## src/rtl/isort_pkg.sv

```systemverilog
// ----------------------------------------------------------------------------
// isort_pkg
// Shared key width and type, and the command and status bundles between the
// sorter's controller and its datapath.
// ----------------------------------------------------------------------------
`default_nettype none

package isort_pkg;

  localparam int unsigned KEY_W = 32;

  typedef logic signed [KEY_W-1:0] key_t;

  typedef struct packed {
    logic capture;
    logic rd_prev;
    logic shift;
    logic place;
    logic load_out;
    logic clear;
  } cmd_t;

  typedef struct packed {
    logic full;
    logic pos_zero;
    logic greater;
    logic last;
    logic is_final;
  } sts_t;

endpackage

`default_nettype wire

```

## src/rtl/isort_datapath.sv

```systemverilog
// ----------------------------------------------------------------------------
// isort_datapath
// Key store memory, fill count, position pointer and result registers. Keys
// are shifted up one entry per command until the new key's slot is found.
// ----------------------------------------------------------------------------
`default_nettype none

module isort_datapath #(
  parameter int unsigned MAX_KEYS = 64
) (
  input  wire                  logic clk_i,
  input  wire                  logic rst_ni,
  input  wire isort_pkg::cmd_t cmd_i,
  output isort_pkg::sts_t      sts_o,
  input  wire isort_pkg::key_t key_value_i,
  input  wire                  logic last_key_i,
  output isort_pkg::key_t      sorted_value_o,
  output logic                 final_result_o,
  output logic                 overflow_o
);

  import isort_pkg::*;

  localparam int unsigned IDX_W = $clog2(MAX_KEYS);
  localparam int unsigned CNT_W = $clog2(MAX_KEYS + 1);
  localparam logic [CNT_W-1:0] CntMax = CNT_W'(MAX_KEYS);
  localparam logic [CNT_W-1:0] CntOne = CNT_W'(1);

  key_t             mem_q [MAX_KEYS];
  key_t             rd_q;
  key_t             key_q;
  logic             last_q;
  logic [CNT_W-1:0] count_q, count_d;
  logic [CNT_W-1:0] pos_q, pos_d;
  logic             drop_q, drop_d;
  key_t             out_value_q;
  logic             out_final_q;
  logic             out_ovf_q;
  logic [CNT_W-1:0] pos_prev;
  logic [IDX_W-1:0] rd_addr;
  logic [IDX_W-1:0] wr_addr;
  key_t             wr_data;
  logic             wr_en;
  logic             full;

  assign full     = (count_q == CntMax);
  assign pos_prev = pos_q - CntOne;
  assign rd_addr  = cmd_i.rd_prev ? pos_prev[IDX_W-1:0] : pos_q[IDX_W-1:0];
  assign wr_addr  = pos_q[IDX_W-1:0];
  assign wr_en    = cmd_i.shift | cmd_i.place;
  assign wr_data  = cmd_i.shift ? rd_q : key_q;

  always_ff @(posedge clk_i) begin
    if (wr_en) begin
      mem_q[wr_addr] <= wr_data;
    end
    rd_q <= mem_q[rd_addr];
  end

  always_comb begin
    count_d = count_q;
    pos_d   = pos_q;
    drop_d  = drop_q;
    if (cmd_i.capture) begin
      pos_d = full ? '0 : count_q;
      if (full) begin
        drop_d = 1'b1;
      end
    end
    if (cmd_i.shift) begin
      pos_d = pos_prev;
    end
    if (cmd_i.place) begin
      count_d = count_q + CntOne;
      pos_d   = '0;
    end
    if (cmd_i.load_out) begin
      pos_d = pos_q + CntOne;
    end
    if (cmd_i.clear) begin
      count_d = '0;
      drop_d  = 1'b0;
      pos_d   = '0;
    end
  end

  always_ff @(posedge clk_i or negedge rst_ni) begin
    if (!rst_ni) begin
      count_q <= '0;
      pos_q   <= '0;
      drop_q  <= 1'b0;
    end else begin
      count_q <= count_d;
      pos_q   <= pos_d;
      drop_q  <= drop_d;
    end
  end

  always_ff @(posedge clk_i) begin
    if (cmd_i.capture) begin
      key_q  <= key_value_i;
      last_q <= last_key_i;
    end
    if (cmd_i.load_out) begin
      out_value_q <= rd_q;
      out_final_q <= ((pos_q + CntOne) == count_q);
      out_ovf_q   <= drop_q;
    end
  end

  assign sts_o.full     = full;
  assign sts_o.pos_zero = (pos_q == '0);
  assign sts_o.greater  = (rd_q > key_q);
  assign sts_o.last     = last_q;
  assign sts_o.is_final = out_final_q;

  assign sorted_value_o = out_value_q;
  assign final_result_o = out_final_q;
  assign overflow_o     = out_ovf_q;

endmodule

`default_nettype wire

```

## src/rtl/isort_ctrl.sv

```systemverilog
// ----------------------------------------------------------------------------
// isort_ctrl
// State machine that sequences key insertion and the readout of a sorted set,
// and owns both channel handshakes.
// ----------------------------------------------------------------------------
`default_nettype none

module isort_ctrl (
  input  wire                  logic clk_i,
  input  wire                  logic rst_ni,
  input  wire                  logic in_valid_i,
  output logic                 in_stall_o,
  input  wire                  logic last_key_i,
  output logic                 out_valid_o,
  input  wire                  logic out_stall_i,
  output isort_pkg::cmd_t      cmd_o,
  input  wire isort_pkg::sts_t sts_i
);

  import isort_pkg::*;

  localparam logic [2:0] StIdle    = 3'd0;
  localparam logic [2:0] StSeek    = 3'd1;
  localparam logic [2:0] StCmp     = 3'd2;
  localparam logic [2:0] StEmitRd  = 3'd3;
  localparam logic [2:0] StEmitLd  = 3'd4;
  localparam logic [2:0] StEmitOut = 3'd5;

  logic [2:0] state_q, state_d;
  logic       out_valid_q, out_valid_d;

  assign in_stall_o  = (state_q != StIdle);
  assign out_valid_o = out_valid_q;

  always_comb begin
    state_d     = state_q;
    out_valid_d = out_valid_q;
    cmd_o       = '0;
    case (state_q)
      StIdle: begin
        if (in_valid_i) begin
          cmd_o.capture = 1'b1;
          if (sts_i.full) begin
            state_d = last_key_i ? StEmitRd : StIdle;
          end else begin
            state_d = StSeek;
          end
        end
      end
      StSeek: begin
        if (sts_i.pos_zero) begin
          cmd_o.place = 1'b1;
          state_d     = sts_i.last ? StEmitRd : StIdle;
        end else begin
          cmd_o.rd_prev = 1'b1;
          state_d       = StCmp;
        end
      end
      StCmp: begin
        if (sts_i.greater) begin
          cmd_o.shift = 1'b1;
          state_d     = StSeek;
        end else begin
          cmd_o.place = 1'b1;
          state_d     = sts_i.last ? StEmitRd : StIdle;
        end
      end
      StEmitRd: begin
        state_d = StEmitLd;
      end
      StEmitLd: begin
        cmd_o.load_out = 1'b1;
        out_valid_d    = 1'b1;
        state_d        = StEmitOut;
      end
      StEmitOut: begin
        if (!out_stall_i) begin
          out_valid_d = 1'b0;
          if (sts_i.is_final) begin
            cmd_o.clear = 1'b1;
            state_d     = StIdle;
          end else begin
            state_d = StEmitRd;
          end
        end
      end
      default: begin
        state_d     = StIdle;
        out_valid_d = 1'b0;
      end
    endcase
  end

  always_ff @(posedge clk_i or negedge rst_ni) begin
    if (!rst_ni) begin
      state_q     <= StIdle;
      out_valid_q <= 1'b0;
    end else begin
      state_q     <= state_d;
      out_valid_q <= out_valid_d;
    end
  end

endmodule

`default_nettype wire

```

## src/rtl/insertion_sorter.sv

```systemverilog
// ----------------------------------------------------------------------------
// insertion_sorter
// Stable insertion sorter for signed 32-bit keys, emitting each set in
// ascending order.
// ----------------------------------------------------------------------------
// A set of keys is pushed in one request at a time, the final key of the set
// flagged by last_key_i. Each key is inserted into a single-port-write,
// registered-read memory by walking down from the top of the store: every
// stored key greater than the new one is read and shifted up one entry, and
// the walk stops at the bottom of the store or at the first smaller or equal
// key, and the new key is placed in the freed slot. Keys that arrive when
// MAX_KEYS keys are already held are dropped, and every result of that set
// carries overflow_o. After the last key the set is read back, each result
// being read, loaded and then held while out_stall_i is high before the next
// is read, the largest key carrying final_result_o, and the store is then
// empty for the next set. No input is taken during readout.
// ----------------------------------------------------------------------------
`default_nettype none

module insertion_sorter #(
  parameter int unsigned MAX_KEYS = 64
) (
  input  wire                  logic clk_i,
  input  wire                  logic rst_ni,
  input  wire                  logic in_valid_i,
  output logic                 in_stall_o,
  input  wire isort_pkg::key_t key_value_i,
  input  wire                  logic last_key_i,
  output logic                 out_valid_o,
  input  wire                  logic out_stall_i,
  output isort_pkg::key_t      sorted_value_o,
  output logic                 final_result_o,
  output logic                 overflow_o
);

  import isort_pkg::*;

  cmd_t cmd;
  sts_t sts;

  isort_ctrl u_ctrl (
    .clk_i      (clk_i),
    .rst_ni     (rst_ni),
    .in_valid_i (in_valid_i),
    .in_stall_o (in_stall_o),
    .out_valid_o(out_valid_o),
    .out_stall_i(out_stall_i),
    .last_key_i (last_key_i),
    .cmd_o      (cmd),
    .sts_i      (sts)
  );

  isort_datapath #(
    .MAX_KEYS(MAX_KEYS)
  ) u_datapath (
    .clk_i         (clk_i),
    .rst_ni        (rst_ni),
    .cmd_i         (cmd),
    .sts_o         (sts),
    .key_value_i   (key_value_i),
    .last_key_i    (last_key_i),
    .sorted_value_o(sorted_value_o),
    .final_result_o(final_result_o),
    .overflow_o    (overflow_o)
  );

endmodule

`default_nettype wire

```

## config.mk

```make
export PLATFORM = sky130hd
export DESIGN_NAME = insertion_sorter
export DESIGN_NICKNAME = d
export VERILOG_FILES = /design/src/rtl/isort_pkg.sv /design/src/rtl/isort_datapath.sv /design/src/rtl/isort_ctrl.sv /design/src/rtl/insertion_sorter.sv
export SDC_FILE = /design/constraint.sdc
export NUM_CORES = 2
export LEC_CHECK = 0
export ABC_AREA = 1
export BUFFER_PORTS_ARGS = -buffer_cell sky130_fd_sc_hd__buf_2
export CAP_MARGIN = 20
export CORE_UTILIZATION = 43
export CTS_CLUSTER_SIZE = 12
export DETAILED_ROUTE_END_ITERATION = 6
export GPL_ROUTABILITY_DRIVEN = 0
export GPL_TIMING_DRIVEN = 0
export PLACE_DENSITY = 0.58
export REMOVE_ABC_BUFFERS = 1
export SYNTH_ARGS = -nofsm -noshare
export SYNTH_HDL_FRONTEND = slang
export SYNTH_HIERARCHICAL = 1
export SYNTH_SLANG_ARGS = --single-unit
```

## constraint.sdc

```tcl
create_clock -name clk_i -period 5.6 [get_ports clk_i]
set_clock_uncertainty 0.1 [all_clocks]
set_input_delay 0.56 -clock clk_i [delete_from_list [all_inputs] [get_ports clk_i]]
set_output_delay 0.56 -clock clk_i [all_outputs]
set_load 0.01 [all_outputs]
```

==> run metrics <==
status finished clean; htree depth 4; drt total wl 294300 um; vias 66710; Yosys reg bits 2166; Fmax 179.1 MHz; Site Rows 172; RSZ-0062 raised after global routing false; Final Setup Violations 0; initial core utilization 0.4329; most common cell after layout, fill and taps aside nand3_1; Slew Limit Fails 0; number of fill cells 18790; most frequent cells in the layout nand3_1, edfxtp_1, nand2_1; CP Capture Type register; total CTS buffers 219; met3 GRT Util 0.04340; CP required 6.07 ns; WL/cell 23.57 um; Die H 472.3 um; Root Driver clkbuf_16; Total GRT Usage 0.2602; clock buffer depth 3; DR vias/cell 5.342; antenna violations before repair 4; # DRC 0; GRT Residual Overflow 0; Post-Syn Instances 9171; Post-layout nets 9428; CTS tree done; placed cells 11940; CTS Sinks 2166; # IOs 73; IO buf count 72; vias in the first global route 62920; startpoint types register; Data arrival, critical path 6.05 ns; Finished Layout Cells 12490; hpwl dp 167800 um; worst-path maximum fanout 9; mapped cell area 0.09513 sq mm; met1 Use GR 0.3374; Clock transition at path regs 0.06 ns; Final Hold Viols 0; gr busiest metal met2; area of the multi-input gates 0.02164 sq mm; Die W 472.3 um; worst vdd ir 0.7802 mV; Final ANT Viol Nets 0; Final WS setup 0.01623 ns; Core ar. 0.2197 sq mm; post-synthesis sequential area ratio 0.6794; post-placement setup slack -1.378 ns; fin crit share 0.9971; maxcap violations 0; Slew @ Worst Pin 1.223 ns; cells on worst reg2reg path 16; Netlist cell types 44; clk_lat worst skew 0.88 ns; Hold WC Path Type input pin to async pin; leak pwr 46.48 nW; min Tclk post-route 5.584 ns; Layout Area Growth over Synthesis 17.27%; die area 0.2231 sq mm; Synthesis Warnings 6; met2 usage 0.4124; Iter 0 DRT Violations 7656; global-route wire length before repair 424300 um; worst setup path class register to register; Mean Syn Cell Area 10.37 sq um; Pwr Density 601.5 mW/mm^2; largest net degree at the start of global routing 170; 1st-pass router iterations 6; slew margin rel. 0.1846; layout cells sized above 1 0.08724; Seq. cell area 0.06463 sq mm
==> synthesized netlist by cell type (all sizes together) <==
cell | instances | share of area
a211oi | 1 | 0.000079
a21boi | 1 | 0.00012
a21oi | 22 | 0.0012
a221oi | 1 | 0.000092
a31oi | 1 | 0.000066
buf | 413 | 0.024
clkbuf | 70 | 0.0028
clkinv | 1 | 0.000039
dfrtp | 19 | 0.0050
dfxtp | 32 | 0.0067
edfxtp | 2115 | 0.67
ha | 36 | 0.0047
inv | 1970 | 0.078
nand2 | 2112 | 0.084
nand3 | 2143 | 0.11
nand3b | 32 | 0.0025
nand4 | 8 | 0.00053
nor2 | 98 | 0.0039
nor3 | 13 | 0.00074
nor3b | 1 | 0.000079
nor4 | 1 | 0.000066
o211ai | 3 | 0.00024
o21a | 2 | 0.00016
o21ai | 56 | 0.0031
o21bai | 1 | 0.000079
o221ai | 2 | 0.00018
o22ai | 1 | 0.000066
or2 | 5 | 0.00033
xnor2 | 1 | 0.000092
xor2 | 10 | 0.00092
==> cell type report <==
type / count / share of cell area
diodes: 4 / 0.00008973
flip-flops and latches: 2166 / 0.5794
clock inverters: 75 / 0.006326
multi-input cells: 4558 / 0.1940
well taps: 2958 / 0.03318
clock buffers: 316 / 0.05339
inverters: 1971 / 0.06662
repair buffers: 439 / 0.06702
==> worst max-delay path: stages (launching register included) <==
cell and delay (ns):
edfxtp_1 0.81, inv_1 0.22, ha_1 0.36, nand2_1 0.28
nor2_1 0.18, nand2_1 0.07, a21oi_1 0.36, nor2_1 0.12
nand3_1 0.11, nand2_1 0.09, nor2_4 0.26, inv_1 0.16
nor2_4 0.37, nor2_1 0.30, nor3_2 0.99, buf_6 0.28
buf_6 0.18
==> metal layers <==
layer | vias up | share of wire
li1 | 30260 | -
met1 | 32500 | 0.39
met2 | 3179 | 0.46
met5 | - | 0.00011
met4 | 4 | 0.063
met3 | 761 | 0.087
==> report_power, final <==
part           switching [mW]  leakage [nW]  total [mW]  internal (mW)
Clock                    6.18          3.23        13.8           7.65
Sequential              0.472          19.6        20.5           20.1
Combinational            22.6          23.7        32.7           10.1
==> per-stage QoR <==
stage	setup TNS, ns	hold slack, ns	power, mW	area (sq um)	utilization
6_report	0	0.1010	67.10	111600	0.5077
5_1_grt	0	0.1069	70.32	111500	0.5077
4_1_cts	0	0.04301	66.31	111300	0.5065
3_5_place_dp	-1248.45	0.3604	51.63	102600	0.4670
3_3_place_gp	-	0.3502	37.70	96610	0.4397
2_1_floorplan	-2840.66	0.1644	36.26	92550	-
==> what timing repair did <==
item,CTS,global route
resized for setup,13,13
cloned,14,5
setup endpoints to repair,2212,2216
pin swaps,52,4
buffers inserted,85,8
hold buffers,36,0
hold endpoints to repair,56,0
==> cell families (layout without fill, tap and decap cells) <==
logic type,count (synthesis),after routing,share of synthesized area
compound gates,91,91,0.005419
simple gates,4413,4420,0.2045
fa+ha+maj,36,36,0.004735
buf+inv,2454,2801,0.1049
flops,2166,2166,0.6794
other cells,0,4,0
xor+xnor,11,11,0.001013
==> flip-flops by register name, indices dropped and copies added, names as in the netlist <==
name and cells:
u_ctrl/out_valid_o 1, u_ctrl/state_q 3, u_datapath/count_q 7, u_datapath/drop_q 1, u_datapath/final_result_o 1, u_datapath/key_q 32, u_datapath/last_q 1, u_datapath/mem_q 2048
u_datapath/overflow_o 1, u_datapath/pos_q 7, u_datapath/rd_q 32, u_datapath/sorted_value_o 32
==> path summary, 6_finish.rpt <==
| check | startpoint | end | slack, ns |
|---|---|---|---|
| worst max-delay path | u_datapath/key_q[21]$_DFFE_PP_ | u_datapath/mem_q[63][4]$_DFFE_PP_ | 0.02 |
| worst max register to register | u_datapath/key_q[21]$_DFFE_PP_ | u_datapath/mem_q[63][4]$_DFFE_PP_ | 0.02 |
| worst min-delay path | rst_ni | u_datapath/pos_q[0]$_DFFE_PN0P_ | 0.10 |
| min in group clk_i | key_value_i[4] | u_datapath/key_q[4]$_DFFE_PP_ | 0.28 |
| worst min register to register | u_datapath/rd_q[23]$_DFF_P_ | u_datapath/sorted_value_o[23]$_DFFE_PP_ | 0.37 |
| max in group asynchronous | rst_ni | u_datapath/pos_q[0]$_DFFE_PN0P_ | 4.93 |
(Power assumes the default switching activity.)
